[src/sv/tlr_pkg.sv]
// shared types and constants for the terminated line receiver
// no dependencies; imported by every module of the block
package tlr_pkg;

    // fixed field widths
    localparam int BYTE_W     = 8;
    localparam int LEN_W      = 7;
    localparam int DATA_W     = 32;
    localparam int PADDR_W    = 3;
    localparam int DEF_DEPTH  = 64;
    localparam int MIN_SIZE   = 2;
    localparam int SIZE_RESET = 64;

    // register index
    localparam logic REG_LINE_SIZE = 1'b0;

    // result kinds
    localparam logic KIND_LINE  = 1'b0;
    localparam logic KIND_ERROR = 1'b1;

    // line terminator
    localparam logic [BYTE_W-1:0] TERM_BYTE = 8'h00;

    // control sequencer states
    typedef enum logic [2:0] {
        ST_IDLE,
        ST_TERM,
        ST_ERR,
        ST_RD,
        ST_SEND
    } state_t;

    // configuration seen by the control path
    typedef struct packed {
        logic             clr;
        logic [LEN_W-1:0] size;
    } cfg_t;

endpackage

[src/sv/tlr_cfg.sv]
// apb register file holding the line size register
// depends on tlr_pkg
module tlr_cfg (
    input  logic                          clk,
    input  logic                          rst_n,
    input  logic                          psel,
    input  logic                          penable,
    input  logic                          pwrite,
    input  logic [tlr_pkg::PADDR_W-1:0]   paddr,
    input  logic [tlr_pkg::DATA_W-1:0]    pwdata,
    output logic [tlr_pkg::DATA_W-1:0]    prdata,
    output tlr_pkg::cfg_t                 cfg
);
    import tlr_pkg::*;

    logic [LEN_W-1:0] size_reg;
    logic             wr_hit;

    // write strobe for the size register
    assign wr_hit = psel && penable && pwrite && (paddr[PADDR_W-1] == REG_LINE_SIZE);

    // size register
    always_ff @(posedge clk or negedge rst_n)
    begin
        if (!rst_n)
        begin
            size_reg <= LEN_W'(SIZE_RESET);
        end
        else if (wr_hit)
        begin
            size_reg <= pwdata[LEN_W-1:0];
        end
    end

    // read back
    always_comb
    begin
        prdata = '0;
        if (paddr[PADDR_W-1] == REG_LINE_SIZE)
        begin
            prdata = {{(DATA_W-LEN_W){1'b0}}, size_reg};
        end
    end

    assign cfg.clr  = wr_hit;
    assign cfg.size = size_reg;

endmodule

[src/sv/tlr_mem.sv]
// ping-pong line memory: both banks in one array, bank select is the top address bit
// depends on tlr_pkg; one write port, one registered read port
module tlr_mem #(
    parameter int BUF_DEPTH = tlr_pkg::DEF_DEPTH,
    parameter int ADDR_W    = $clog2(BUF_DEPTH) + 1
) (
    input  logic                        clk,
    input  logic                        we,
    input  logic [ADDR_W-1:0]           waddr,
    input  logic [tlr_pkg::BYTE_W-1:0]  wdata,
    input  logic                        re,
    input  logic [ADDR_W-1:0]           raddr,
    output logic [tlr_pkg::BYTE_W-1:0]  rdata
);
    import tlr_pkg::*;

    localparam int DEPTH = 2 ** ADDR_W;

    logic [BYTE_W-1:0] mem [DEPTH];
    logic [BYTE_W-1:0] rdata_reg;

    // write port
    always_ff @(posedge clk)
    begin
        if (we)
        begin
            mem[waddr] <= wdata;
        end
    end

    // read port, data held until the next read
    always_ff @(posedge clk)
    begin
        if (re)
        begin
            rdata_reg <= mem[raddr];
        end
    end

    assign rdata = rdata_reg;

endmodule

[src/sv/tlr_ctrl.sv]
// control sequencer: stores bytes, appends the terminator, swaps banks, streams finished
// lines out of the memory and reports receive errors; depends on tlr_pkg
module tlr_ctrl #(
    parameter int BUF_DEPTH = tlr_pkg::DEF_DEPTH,
    parameter int IDX_W     = $clog2(BUF_DEPTH)
) (
    input  logic                        clk,
    input  logic                        rst_n,
    input  tlr_pkg::cfg_t               cfg,
    input  logic                        in_valid,
    output logic                        in_stall,
    input  logic [tlr_pkg::BYTE_W-1:0]  rx_byte,
    input  logic                        byte_ready,
    input  logic                        overrun,
    input  logic                        framing_error,
    output logic                        out_valid,
    input  logic                        out_stall,
    output logic                        result_kind,
    output logic [tlr_pkg::BYTE_W-1:0]  line_byte,
    output logic [tlr_pkg::LEN_W-1:0]   line_length,
    output logic                        last_of_run,
    output logic                        mem_we,
    output logic [IDX_W:0]              mem_waddr,
    output logic [tlr_pkg::BYTE_W-1:0]  mem_wdata,
    output logic                        mem_re,
    output logic [IDX_W:0]              mem_raddr,
    input  logic [tlr_pkg::BYTE_W-1:0]  mem_rdata
);
    import tlr_pkg::*;

    state_t            state_reg, state_next;
    logic [IDX_W-1:0]  cnt_reg, cnt_next;
    logic              bank_reg, bank_next;
    logic              emit_bank_reg, emit_bank_next;
    logic [LEN_W-1:0]  len_reg, len_next;
    logic [IDX_W-1:0]  idx_reg, idx_next;

    logic              out_valid_reg;
    logic              kind_reg;
    logic [BYTE_W-1:0] byte_reg;
    logic [LEN_W-1:0]  length_reg;
    logic              last_reg;

    logic [LEN_W-1:0]  eff_size;
    logic [LEN_W-1:0]  new_len;
    logic              accept;
    logic              is_err;
    logic              add_term;
    logic              finish;
    logic              out_free;
    logic              is_last;
    logic              load_err;
    logic              load_line;

    // effective size clamped to the supported range
    always_comb
    begin
        eff_size = cfg.size;
        if (cfg.size < LEN_W'(MIN_SIZE))
        begin
            eff_size = LEN_W'(MIN_SIZE);
        end
        else if (cfg.size > LEN_W'(BUF_DEPTH))
        begin
            eff_size = LEN_W'(BUF_DEPTH);
        end
    end

    // decode of the incoming beat
    assign accept   = in_valid && (state_reg == ST_IDLE);
    assign is_err   = !byte_ready || overrun || framing_error;
    assign new_len  = {{(LEN_W-IDX_W){1'b0}}, cnt_reg} + LEN_W'(1);
    assign add_term = (new_len + LEN_W'(1)) == eff_size;
    assign finish   = add_term || (rx_byte == TERM_BYTE);
    assign out_free = !out_valid_reg || !out_stall;
    assign is_last  = ({{(LEN_W-IDX_W){1'b0}}, idx_reg} + LEN_W'(1)) == len_reg;

    // next state
    always_comb
    begin
        state_next = state_reg;
        case (state_reg)
            ST_IDLE:
            begin
                if (accept)
                begin
                    if (is_err)
                    begin
                        state_next = out_free ? ST_IDLE : ST_ERR;
                    end
                    else if (add_term)
                    begin
                        state_next = ST_TERM;
                    end
                    else if (finish)
                    begin
                        state_next = ST_RD;
                    end
                end
            end
            ST_TERM:
            begin
                state_next = ST_RD;
            end
            ST_ERR:
            begin
                if (out_free)
                begin
                    state_next = ST_IDLE;
                end
            end
            ST_RD:
            begin
                state_next = ST_SEND;
            end
            ST_SEND:
            begin
                if (out_free)
                begin
                    state_next = is_last ? ST_IDLE : ST_RD;
                end
            end
            default:
            begin
                state_next = ST_IDLE;
            end
        endcase
    end

    // sequencer outputs and datapath updates
    always_comb
    begin
        in_stall       = 1'b1;
        mem_we         = 1'b0;
        mem_waddr      = {bank_reg, cnt_reg};
        mem_wdata      = rx_byte;
        mem_re         = 1'b0;
        mem_raddr      = {emit_bank_reg, idx_reg};
        load_err       = 1'b0;
        load_line      = 1'b0;
        cnt_next       = cnt_reg;
        bank_next      = bank_reg;
        emit_bank_next = emit_bank_reg;
        len_next       = len_reg;
        idx_next       = idx_reg;
        case (state_reg)
            ST_IDLE:
            begin
                in_stall = 1'b0;
                if (cfg.clr)
                begin
                    cnt_next = '0;
                end
                if (accept)
                begin
                    if (is_err)
                    begin
                        load_err = out_free;
                    end
                    else
                    begin
                        mem_we = 1'b1;
                        if (finish)
                        begin
                            emit_bank_next = bank_reg;
                            bank_next      = !bank_reg;
                            idx_next       = '0;
                            len_next       = add_term ? (new_len + LEN_W'(1)) : new_len;
                            cnt_next       = add_term ? new_len[IDX_W-1:0] : '0;
                        end
                        else
                        begin
                            cnt_next = new_len[IDX_W-1:0];
                        end
                    end
                end
            end
            ST_TERM:
            begin
                // terminator goes after the last data byte of the finished bank
                mem_we    = 1'b1;
                mem_waddr = {emit_bank_reg, cnt_reg};
                mem_wdata = TERM_BYTE;
                cnt_next  = '0;
            end
            ST_ERR:
            begin
                load_err = out_free;
            end
            ST_RD:
            begin
                mem_re = 1'b1;
            end
            ST_SEND:
            begin
                if (out_free)
                begin
                    load_line = 1'b1;
                    if (!is_last)
                    begin
                        idx_next = idx_reg + IDX_W'(1);
                    end
                end
            end
            default:
            begin
                in_stall = 1'b1;
            end
        endcase
    end

    // control registers
    always_ff @(posedge clk or negedge rst_n)
    begin
        if (!rst_n)
        begin
            state_reg     <= ST_IDLE;
            cnt_reg       <= '0;
            bank_reg      <= 1'b0;
            emit_bank_reg <= 1'b0;
            len_reg       <= '0;
            idx_reg       <= '0;
            out_valid_reg <= 1'b0;
        end
        else
        begin
            state_reg     <= state_next;
            cnt_reg       <= cnt_next;
            bank_reg      <= bank_next;
            emit_bank_reg <= emit_bank_next;
            len_reg       <= len_next;
            idx_reg       <= idx_next;
            if (load_err || load_line)
            begin
                out_valid_reg <= 1'b1;
            end
            else if (!out_stall)
            begin
                out_valid_reg <= 1'b0;
            end
        end
    end

    // output beat register
    always_ff @(posedge clk)
    begin
        if (load_err)
        begin
            kind_reg   <= KIND_ERROR;
            byte_reg   <= '0;
            length_reg <= '0;
            last_reg   <= 1'b1;
        end
        else if (load_line)
        begin
            kind_reg   <= KIND_LINE;
            byte_reg   <= mem_rdata;
            length_reg <= len_reg;
            last_reg   <= is_last;
        end
    end

    assign out_valid   = out_valid_reg;
    assign result_kind = kind_reg;
    assign line_byte   = byte_reg;
    assign line_length = length_reg;
    assign last_of_run = last_reg;

endmodule

[src/sv/terminated_line_receiver_pingpong_unit.sv]
// timing: an error beat enters the output register at the accepting edge if the output is
// free, else from ST_ERR; a finished line passes ST_TERM (if a terminator is added), ST_RD
// and ST_SEND, each byte read by the single registered read port in ST_RD and loaded in
// ST_SEND when the output is free; a byte that does not end a line leaves the unit idle
// reset: control state and line size (64) reset asynchronously; bank contents are not cleared
module terminated_line_receiver_pingpong_unit #(
    parameter int BUF_DEPTH = tlr_pkg::DEF_DEPTH
) (
    input  logic                          clk,
    input  logic                          rst_n,
    input  logic                          psel,
    input  logic                          penable,
    input  logic                          pwrite,
    input  logic [tlr_pkg::PADDR_W-1:0]   paddr,
    input  logic [tlr_pkg::DATA_W-1:0]    pwdata,
    output logic [tlr_pkg::DATA_W-1:0]    prdata,
    output logic                          pready,
    input  logic                          in_valid,
    output logic                          in_stall,
    input  logic [tlr_pkg::BYTE_W-1:0]    rx_byte,
    input  logic                          byte_ready,
    input  logic                          overrun,
    input  logic                          framing_error,
    output logic                          out_valid,
    input  logic                          out_stall,
    output logic                          result_kind,
    output logic [tlr_pkg::BYTE_W-1:0]    line_byte,
    output logic [tlr_pkg::LEN_W-1:0]     line_length,
    output logic                          last_of_run
);
    import tlr_pkg::*;

    localparam int IDX_W = $clog2(BUF_DEPTH);

    cfg_t              cfg;
    logic              mem_we;
    logic [IDX_W:0]    mem_waddr;
    logic [BYTE_W-1:0] mem_wdata;
    logic              mem_re;
    logic [IDX_W:0]    mem_raddr;
    logic [BYTE_W-1:0] mem_rdata;

    assign pready = 1'b1;

    // register file
    tlr_cfg u_cfg (
        .clk     (clk),
        .rst_n   (rst_n),
        .psel    (psel),
        .penable (penable),
        .pwrite  (pwrite),
        .paddr   (paddr),
        .pwdata  (pwdata),
        .prdata  (prdata),
        .cfg     (cfg)
    );

    // line sequencer
    tlr_ctrl #(
        .BUF_DEPTH (BUF_DEPTH),
        .IDX_W     (IDX_W)
    ) u_ctrl (
        .clk           (clk),
        .rst_n         (rst_n),
        .cfg           (cfg),
        .in_valid      (in_valid),
        .in_stall      (in_stall),
        .rx_byte       (rx_byte),
        .byte_ready    (byte_ready),
        .overrun       (overrun),
        .framing_error (framing_error),
        .out_valid     (out_valid),
        .out_stall     (out_stall),
        .result_kind   (result_kind),
        .line_byte     (line_byte),
        .line_length   (line_length),
        .last_of_run   (last_of_run),
        .mem_we        (mem_we),
        .mem_waddr     (mem_waddr),
        .mem_wdata     (mem_wdata),
        .mem_re        (mem_re),
        .mem_raddr     (mem_raddr),
        .mem_rdata     (mem_rdata)
    );

    // ping-pong bank memory
    tlr_mem #(
        .BUF_DEPTH (BUF_DEPTH),
        .ADDR_W    (IDX_W + 1)
    ) u_mem (
        .clk   (clk),
        .we    (mem_we),
        .waddr (mem_waddr),
        .wdata (mem_wdata),
        .re    (mem_re),
        .raddr (mem_raddr),
        .rdata (mem_rdata)
    );

endmodule
[config.mk]
export PLATFORM = sky130hd
export DESIGN_NAME = terminated_line_receiver_pingpong_unit
export DESIGN_NICKNAME = d
export VERILOG_FILES = /design/src/sv/tlr_pkg.sv /design/src/sv/tlr_cfg.sv /design/src/sv/tlr_mem.sv /design/src/sv/tlr_ctrl.sv /design/src/sv/terminated_line_receiver_pingpong_unit.sv
export SDC_FILE = /design/constraint.sdc
export NUM_CORES = 1
export LEC_CHECK = 0
export ABC_AREA = 0
export BUFFER_PORTS_ARGS = -buffer_cell sky130_fd_sc_hd__buf_4
export CAP_MARGIN = 40
export CORE_MARGIN = 3
export CORE_UTILIZATION = 37
export CTS_CLUSTER_DIAMETER = 30
export DETAILED_ROUTE_END_ITERATION = 10
export PLACE_DENSITY = 0.49
export SKIP_LAST_GASP = 1
export SLEW_MARGIN = 20
export SYNTH_ARGS = -nofsm -noshare
export SYNTH_HDL_FRONTEND = slang
export SYNTH_SLANG_ARGS = --single-unit
[constraint.sdc]
create_clock -name clk -period 4.04 [get_ports clk]
set_clock_uncertainty 0.2 [all_clocks]
set_input_delay 0.404 -clock clk [delete_from_list [all_inputs] [get_ports clk]]
set_output_delay 0.404 -clock clk [all_outputs]
set_load 0.1 [all_outputs]
Word-level counts from Yosys, hierarchy flattened
Memory sizes are Yosys's and may differ from the RTL's. A register that Yosys moved wholly into a read port is not among the register bits.
Index checks and enable logic that the tools add are counted.
{"block": "word_totals", "reg_bits": 49, "mem_bits_rw": 1024, "input_bits": 53, "out_inout_bits": 52, "word_cells": 96, "n_memories": 1}
{"block": "op_classes", "n_addsub": 4, "n_lt_le_gt_ge": 2, "eq_ne": 14, "mux": 41, "n_bitwise": 2, "n_reduce_logical": 20}
{"memory": "u_mem.mem", "words": 128, "word_bits": 8, "rd": 1, "rd_clocked_by_memory_dff": 1, "write_ports": 1, "line": "tlr_mem.sv:19", "text": "logic [BYTE_W-1:0] mem [DEPTH];"}
{"operator": "6-bit 2-to-1 mux", "n": 10}
{"operator": "7-bit 2-to-1 mux", "n": 5}
{"operator": "6-bit one-hot mux with 2 select lines", "n": 2}
{"operator": "3-bit 2-to-1 mux", "n": 6}
{"operator": "3-bit one-hot mux with 5 select lines", "n": 1}
{"operator": "6-bit by 1-bit adder with 7-bit output (second input constant)", "n": 2}
{"operator": "7-bit == test", "n": 2}
{"operator": "1-bit 2-to-1 mux", "n": 12}
{"operator": "2-bit by 1-bit != test with 1-bit output (second input constant)", "n": 5}
{"operator": "8-bit zero test", "n": 1}
{"operator": "8-bit 2-to-1 mux", "n": 1}
{"operator": "4-bit AND reduction", "n": 2}
{"operator": "7-bit by 1-bit adder with 7-bit output (second input constant)", "n": 1}
{"operator": "7-bit greater-than comparator (second input constant)", "n": 1}
{"operator": "7-bit by 2-bit less-than comparator with 1-bit output (second input constant)", "n": 1}
{"operator": "6-bit by 1-bit adder with 6-bit output (second input constant)", "n": 1}
{"operator": "3-bit by 2-bit == test with 1-bit output (second input constant)", "n": 2}
{"operator": "6-bit AND reduction", "n": 1}
{"operator": "1-bit logical OR", "n": 5}
{"operator": "1-bit logical AND", "n": 4}
{"operator": "1-bit zero test", "n": 4}
{"operator": "2-bit 2-to-1 mux", "n": 2}
{"operator": "2-bit != test (second input constant)", "n": 2}
{"operator": "4-bit by 1-bit != test with 1-bit output (second input constant)", "n": 1}
{"operator": "6 further kinds", "n": 9}

Logic depth before layout (Yosys ltp)
Gate-level depths: netlist (run 1).
{"block": "depth", "ltp_word": 10, "depth_mapped": 15}

By module
A second synthesis (run 1) with hierarchy kept.
{"block": "hier_totals", "hier_cells": 2005, "hier_area_um2": 42957.4}
{"mod": "tlr_mem", "instances": 1, "cells_each": 1635, "area_each_um2": 39745.6}
{"mod": "tlr_ctrl", "instances": 1, "cells_each": 318, "area_each_um2": 2657.5}
{"mod": "tlr_cfg", "instances": 1, "cells_each": 50, "area_each_um2": 543.0}
{"mod": "terminated_line_receiver_pingpong_unit", "instances": 1, "cells_each": 2, "area_each_um2": 11.3}

Worst setup path before layout (run 1)
OpenSTA, ideal clock, no wires.
{"block": "synth_path", "kind": "flip-flop to flip-flop", "startpoint": "register u_ctrl.cnt_reg[0]", "endpoint": "register u_ctrl.len_reg[0]", "setup_ns": 0.128, "arrival_ns": 3.028, "path_slack_ns": 0.685, "path_stages_with_launch": 15, "path_buffers": 3, "period_less_slack_ns": 3.355, "cell_sequence": "dfrtp_1 -> clkbuf_1 -> inv_1 -> ha_1 -> buf_2 -> nand4bb_1 -> o22ai_1 -> xnor2_1 -> and3_1 -> o21ai_0 -> or3_4 -> inv_2 -> buf_6 -> ha_1 -> mux2_1"}
{"block": "synth_via", "elab_chain_len": 5, "word_cells_on_any_way": 6, "classes_between": "add/sub (2); eq/ne (1); mux (1); reduce/logical (2)"}
{"element": "start: declaration", "line": "tlr_ctrl.sv:32", "text": "logic [IDX_W-1:0] cnt_reg, cnt_next;"}
{"element": "start signal: assignment", "line": "tlr_ctrl.sv:228", "text": "cnt_reg <= cnt_next;"}
{"element": "6-bit by 1-bit adder with 7-bit output (*)", "line": "tlr_ctrl.sv:72", "text": "assign new_len = {{(LEN_W-IDX_W){1'b0}}, cnt_reg} + LEN_W'(1);"}
{"element": "7-bit by 1-bit adder with 7-bit output", "line": "tlr_ctrl.sv:73, tlr_ctrl.sv:168"}
{"element": "7-bit == test", "line": "tlr_ctrl.sv:73", "text": "assign add_term = (new_len + LEN_W'(1)) == eff_size;"}
{"element": "1-bit logical OR", "line": "tlr_ctrl.sv:74", "text": "assign finish = add_term || (rx_byte == TERM_BYTE);"}
{"element": "4-bit AND reduction (no line)"}
{"element": "end signal: assignment", "line": "tlr_ctrl.sv:231", "text": "len_reg <= len_next;"}
{"element": "end: declaration", "line": "tlr_ctrl.sv:35", "text": "logic [LEN_W-1:0] len_reg, len_next;"}
Mark *: on every way between the ends. The rest lies on a longest branch, timed or not.
A chain may end at the register's enable or synchronous reset.

==> qor.txt, run 1 <==
antenna violations before repair -> 10
Largest register FFs -> 1024
io pins -> 105
wire length on met3 -> 6.95 mm
Core Region -> 115000 um^2
Final ANT Viol Nets -> 0
clock root cell -> clkbuf_16
fraction of power consumed by the clock network -> 0.433
clock latency on the worst-skew pair -> 0.76 ns
Static Leak -> 17.9 nW
synthesis warning total -> 0
area of the multi-input gates -> 10200 um^2
Fmax achieved -> 274 MHz
Mapped Cells -> 2009
Arr. time, crit path -> 3.96 ns
Starting Density -> 0.374
Netlist Area Pre-Place -> 42900 um^2
TritonRoute pass-1 iters -> 5
Internal -> 0.0291 W
CP cell instances -> buf_12 -> buf_12 -> mux4_2 -> mux4_2 -> mux4_2 -> mux2_2
die area -> 120000 um^2
Port Buffer Count -> 51
vias per cell -> 5.21
largest net degree at the start of global routing -> 83
critical path class -> flop to flop
Mean Syn Cell Area -> 21.4 um^2
# DRC -> 0
Std-Cell Rows -> 124
wire per inst -> 26.2 um
most used cell along the critical path -> mux4_2
power share of the combinational group -> 0.230
max cap viols -> 0
worst slew pin tran -> 0.805 ns
storage element area -> 32100 um^2
vias in the first global route -> 22.5k
CTS tree -> yes
slowest CP cell -> dfrtp_4
RSZ-0062 raised after global routing -> false
ys flop type -> edfxtp_1
P_sw -> 0.0115 W
GRT Residual Overflow -> 0
Post-synth EDFFs -> 1032
clk buf depth -> 3
flops & latches, synth -> 1081
min cycle time layout -> 3.65 ns
M1 WL -> 47.0 mm
Max stage delay on crit path -> 0.67 ns
CTS sink count -> 1081
first-pass GRT wire length -> 157 mm
setup TNS -> 0 ns
Num CTS Buffers -> 205
Total Routing Usage GR -> 0.181
Netlist cell types -> 64
Buf/Inv on CP -> 2
RD Place Congestion -> 0.768
Peak VDD IR -> 394 uV
fin. max-slew vios -> 0
Post-CTS Setup Inserts -> 0
crit path launch type -> flop
Synth-to-Final Area Change -> 26.1%
die width -> 347 um
status -> completed
Final period util -> 0.904
crit path max fanout -> 32
worst min path class -> primary input to flop
Initial DRC Count -> 2011
Net Sw Frac -> 0.283
Setup crit end kind -> flop
Die Span Y -> 347 um
clock-pin slew of the registers on the worst-case setup and hold paths -> 0.05 ns
detailed placer's ending HPWL -> 66.8 mm
Hold Fails Final Rpt -> 0
layout cells sized above 1 -> 0.389
met2 wire len -> 51.4 mm
Critical Path RT -> 4.35 ns
Seq/Total Area, Yosys -> 0.749
utilization after layout -> 0.472
Total Wirelength -> 107 mm
final setup vio count -> 0
sequential share of power -> 0.336
H-tree levels -> 4
Top Metal Used -> met4
fill cell count -> 9385
ys async rst share -> 0.0296
fin nets -> 2457
Pwr Density -> 750 nW/um^2
via count -> 21.3k
Slew headroom -> 0.464
Crit path max-delay family -> multiplexers
[cell families after synthesis]
kind of cell | Yosys count | share of synthesized area
DFF | 1081 | 0.749
adders and majority gates | 4 | 0.00117
other | 2 | 0.000175
buffers and inverters | 146 | 0.0170
muxes | 358 | 0.182
AOI/OAI and AO/OA | 81 | 0.0128
and+or+nand+nor | 309 | 0.0323
xor gates and xnor gates | 28 | 0.00589
[cells in the mapped netlist (3+ instances only)]
cell | n | area, um^2
a211oi_1 | 5 | 37.5
a21oi_1 | 26 | 130
a31oi_1 | 6 | 37.5
and2_1 | 15 | 93.8
and3_1 | 7 | 43.8
buf_1 | 16 | 60.1
buf_2 | 21 | 105
buf_4 | 37 | 278
clkbuf_1 | 61 | 229
dfrtp_1 | 31 | 776
dfxtp_1 | 17 | 340
edfxtp_1 | 1032 | 31000
ha_1 | 4 | 50.1
inv_1 | 8 | 30.0
mux2_2 | 16 | 180
mux2i_1 | 4 | 40.0
mux4_2 | 336 | 7570
nand2_1 | 69 | 259
nand2b_1 | 10 | 62.6
nand3_1 | 12 | 60.1
nor2_1 | 157 | 589
nor2b_1 | 14 | 87.6
nor3_1 | 8 | 40.0
o21ai_0 | 11 | 55.1
o22ai_1 | 3 | 18.8
xnor2_1 | 20 | 175
xor2_1 | 7 | 61.3
[power groups by stage]
| stage | Sequential [W] | Clock, W | Combinational [W] |
|---|---|---|---|
| after floorplan | 0.0139 | 0 | 0.00585 |
| after global placement | 0.0139 | 0 | 0.00946 |
| after detailed placement | 0.0139 | 0 | 0.00955 |
| after CTS | 0.0137 | 0.0179 | 0.00958 |
| after global routing | 0.0137 | 0.0185 | 0.00992 |
| final | 0.0137 | 0.0176 | 0.00934 |
[worst paths after layout]
| check | from | end | slack [ns] | cells after the start |
|---|---|---|---|---|
| max | u_ctrl.idx_reg[0] | u_mem.rdata[6] | 0.39 | 6 |
| min | rx_byte[7] | u_mem.mem[64][7] | 0.07 | 2 |
| max reg2reg | u_ctrl.idx_reg[0] | u_mem.rdata[6] | 0.39 | 6 |
| min reg2reg | u_ctrl.line_length[6] | u_ctrl.line_length[6] | 0.26 | 2 |
| max in group asynchronous | rst_n | u_ctrl.idx_reg[1] | 2.96 | 4 |
| min in group asynchronous | rst_n | u_ctrl.state_reg[1] | 0.48 | 4 |
[layout by cell type (no fill, tap or decap), types with 5 or more instances in the layout]
cell	count
and3_1	7
inv_1	8
and2_4	8
nand2_1	69
clkbuf_16	206
conb_1	26
clkbuf_1	21
o21ai_0	11
clkinv_4	19
buf_4	256
nand3_1	12
dlygate4sd3_1	15
mux2_2	16
nor3_1	7
clkinv_2	30
mux4_2	336
dfrtp_1	27
nor2b_1	14
a21oi_1	26
a211oi_1	5
buf_12	24
nand2b_1	10
and2_1	7
a31oi_1	6
bufinv_16	37
xnor2_1	20
xor2_1	7
inv_6	16
clkinv_8	6
clkinvlp_4	24
clkinv_1	22
edfxtp_1	1032
nor2_1	157
dfxtp_1	17
[metal layers]
layer	track usage	up-vias
met1	0.254	11400
met5	0	-
met2	0.286	671
met3	0.0431	136
li1	-	9135
met4	0.0506	0
[metrics by stage]
stage / instances / hold WS [ns] / power (W) / cell area [um^2] / setup slack (ns)
3_3_place_gp: 3686 / 0.180 / 0.0233 / 46600 / 0.354
4_1_cts: 4091 / 0.00533 / 0.0411 / 54100 / 0.353
5_1_grt: 4092 / 0.0180 / 0.0421 / 54100 / 0.259
2_1_floorplan: 2033 / -0.0916 / 0.0197 / 43000 / 0.685
6_report: 4095 / 0.0660 / 0.0406 / 54100 / 0.389
3_5_place_dp: 3688 / 0.191 / 0.0234 / 46600 / 0.356
[repair_timing]
action | CTS | global route
hold buffers | 16 | 0
endpoints found under the hold margin | 92 | 0
gates resized for setup | 0 | 0
[cell type report]
cell class                      instances  share of cell area
Sequential cell                      1081               0.594
Multi-Input combinational cell        806               0.188
Clock buffer                          227              0.0967
Timing Repair Buffer                  297              0.0474
Clock inverter                        160              0.0384
Tap cell                             1512              0.0349
Inverter                                9            0.000624
Antenna cell                            3            0.000139
(Power assumes the default switching activity.)
==> inputs of run 2 (changes only) <==
--- a/config.mk
+++ b/config.mk
@@ -12,6 +12,7 @@
 export CORE_UTILIZATION = 37
 export CTS_CLUSTER_DIAMETER = 30
 export DETAILED_ROUTE_END_ITERATION = 10
+export MAX_ROUTING_LAYER = met4
 export PLACE_DENSITY = 0.49
 export SKIP_LAST_GASP = 1
 export SLEW_MARGIN = 20
==> qor.txt, run 2 (same netlist as run 1, synthesis figures left out) <==
power share of the combinational group -> 0.230 (about the same)
status -> completed
Total Wirelength -> 108 mm (+0.32%)
crit path max fanout -> 32 (unchanged)
min cycle time layout -> 3.65 ns (+0.000643 ns)
commonest non-fill, non-tap cells in the layout -> edfxtp_1, mux4_2, buf_4, clkbuf_16, nor2_1
utilization after layout -> 0.472 (about the same)
clock latency on the worst-skew pair -> 0.77 ns (about the same)
Static Leak -> 17.9 nW (unchanged)
critical path class -> flop to flop
setup TNS -> 0 ns (unchanged)
Fmax achieved -> 274 MHz (about the same)
GRT Residual Overflow -> 0 (unchanged)
Post-CTS Setup Inserts -> 0 (unchanged)
clk buf depth -> 3 (unchanged)
clock root cell -> clkbuf_16
CTS sink count -> 1081 (unchanged)
largest net degree at the start of global routing -> 83 (unchanged)
Hold-fix buffers, CTS -> 16 (unchanged)
Final period util -> 0.904 (about the same)
detailed placer's ending HPWL -> 66.8 mm (unchanged)
first-pass GRT wire length -> 157 mm (about the same)
clock-pin slew of the registers on the worst-case setup and hold paths -> 0.05 ns (about the same)
Hold Path Cell Cnt -> 2 (unchanged)
worst min path class -> primary input to flop
Internal -> 0.0291 W (about the same)
Synth-to-Final Area Change -> 26.1% (about the same)
Critical Path RT -> 4.35 ns (about the same)
Reg-to-Reg End -> u_mem.rdata[6]
reg2reg setup slack -> 0.39 ns (about the same)
via count -> 21.4k (+0.25%)
Setup crit end kind -> flop
Slew headroom -> 0.455 (-0.00893)
Hold Fails Final Rpt -> 0 (unchanged)
Starting Density -> 0.374 (unchanged)
die area -> 120000 um^2 (unchanged)
Peak VDD IR -> 400 uV (+1.5%)
fin nets -> 2457 (unchanged)
max cap viols -> 0 (unchanged)
vias per cell -> 5.23 (+0.28%)
hold endpoint -> u_mem.mem[64][7]
TritonRoute pass-1 iters -> 5 (unchanged)
vias in the first global route -> 22.5k (-0.013%)
Final ANT Viol Nets -> 0 (unchanged)
layout cells sized above 1 -> 0.389 (unchanged)
R2R depth -> 6 (unchanged)
worst slew pin tran -> 0.818 ns (+0.0134 ns)
RD Place Congestion -> 0.779 (+1.3%)
Std-Cell Rows -> 124 (unchanged)
Port Buffer Count -> 51 (unchanged)
# DRC -> 0 (unchanged)
RSZ-0062 raised after global routing -> false
Total Routing Usage GR -> 0.187 (+0.00582)
Crit Reg-Reg Startpoint -> u_ctrl.idx_reg[0]
fin. max-slew vios -> 0 (unchanged)
Largest register FFs -> 1024 (unchanged)
Die Span Y -> 347 um (unchanged)
hold path start -> rx_byte[7]
fraction of power consumed by the clock network -> 0.433 (about the same)
Initial DRC Count -> 1970 (-2.0%)
Pwr Density -> 750 nW/um^2 (about the same)
die width -> 347 um (unchanged)
post-CTS resize count -> 0 (unchanged)
final setup vio count -> 0 (unchanged)
io pins -> 105 (unchanged)
CTS tree -> yes
Net Sw Frac -> 0.284 (about the same)
Num CTS Buffers -> 205 (unchanged)
antenna violations before repair -> 10 (unchanged)
sequential share of power -> 0.336 (about the same)
P_sw -> 0.0115 W (+0.12%)
H-tree levels -> 4 (unchanged)
Arr. time, crit path -> 3.96 ns (about the same)
crit path launch type -> flop
wire per inst -> 26.3 um (+0.35%)
Core Region -> 115000 um^2 (unchanged)
commonest non-fill, non-tap cell in the layout -> edfxtp_1
[run 2: changes by cell type in the layout (fill, tap and decap cells not counted)]
cell and delta:
diode_2 -1
[run 2: per-stage QoR]
stage / total power (W) / setup WS, ns / hold slack (ns) / area (um^2) / std cells
floorplan: 0.0197 / 0.685 / -0.0916 / 43000 / 2033
global placement: 0.0233 / 0.354 / 0.180 / 46600 / 3686
detailed placement: 0.0234 / 0.356 / 0.191 / 46600 / 3688
CTS: 0.0411 / 0.353 / 0.00533 / 54100 / 4091
global route: 0.0421 / 0.253 / 0.0214 / 54100 / 4092
finish: 0.0406 / 0.389 / 0.0580 / 54100 / 4094
[run 2: power by group through the flow]
stage / Sequential [W] / Combinational (W) / Clock (W)
2_1_floorplan: 0.0139 / 0.00585 / 0
3_3_place_gp: 0.0139 / 0.00946 / 0
3_5_place_dp: 0.0139 / 0.00955 / 0
4_1_cts: 0.0137 / 0.00958 / 0.0179
5_1_grt: 0.0137 / 0.00992 / 0.0185
6_report: 0.0137 / 0.00935 / 0.0176
[run 2: worst max-delay path, cell delays in order, from the launching register on]
cell and delay (ns):
dfrtp_4 0.68, buf_12 0.33, buf_12 0.23, mux4_2 0.57, mux4_2 0.52, mux4_2 0.48
mux2_2 0.29
[run 2: worst max path at each step]
stage / from / to / slack (ns) / cells past startpoint
final: u_ctrl.idx_reg[0] / u_mem.rdata[6] / 0.39 / 6
after CTS: u_ctrl.idx_reg[0] / u_mem.rdata[6] / 0.35 / 6
after global placement: u_ctrl.idx_reg[0] / u_mem.rdata[3] / 0.35 / 6
after floorplan: u_ctrl.cnt_reg[0] / u_ctrl.len_reg[0] / 0.68 / 14
after detailed placement: u_ctrl.idx_reg[0] / u_mem.rdata[6] / 0.36 / 6
after global routing: u_ctrl.cnt_reg[1] / u_ctrl.len_reg[2] / 0.25 / 9
[run 2: cell type report]
cell class | instances | area [um^2]
diodes | 2 | 5.00
clock buffers | 227 | 5230
clock inverters | 160 | 2080
fillers | 9386 | 60500
inverters | 9 | 33.8
multi-input cells | 806 | 10200
flip-flops and latches | 1081 | 32100
well taps | 1512 | 1890
repair buffers | 297 | 2570
[run 2: metal layers]
layer | vias to the layer above | part of all wire | global-route usage | wire, um
met3 | 148 | 0.064 | 0.0436 | 6870
met2 | 689 | 0.48 | 0.286 | 51600
li1 | 9138 | - | - | -
met4 | 0 | 0.019 | 0.0504 | 2030
met5 | - | 0 | - | 0
met1 | 11400 | 0.44 | 0.254 | 47300
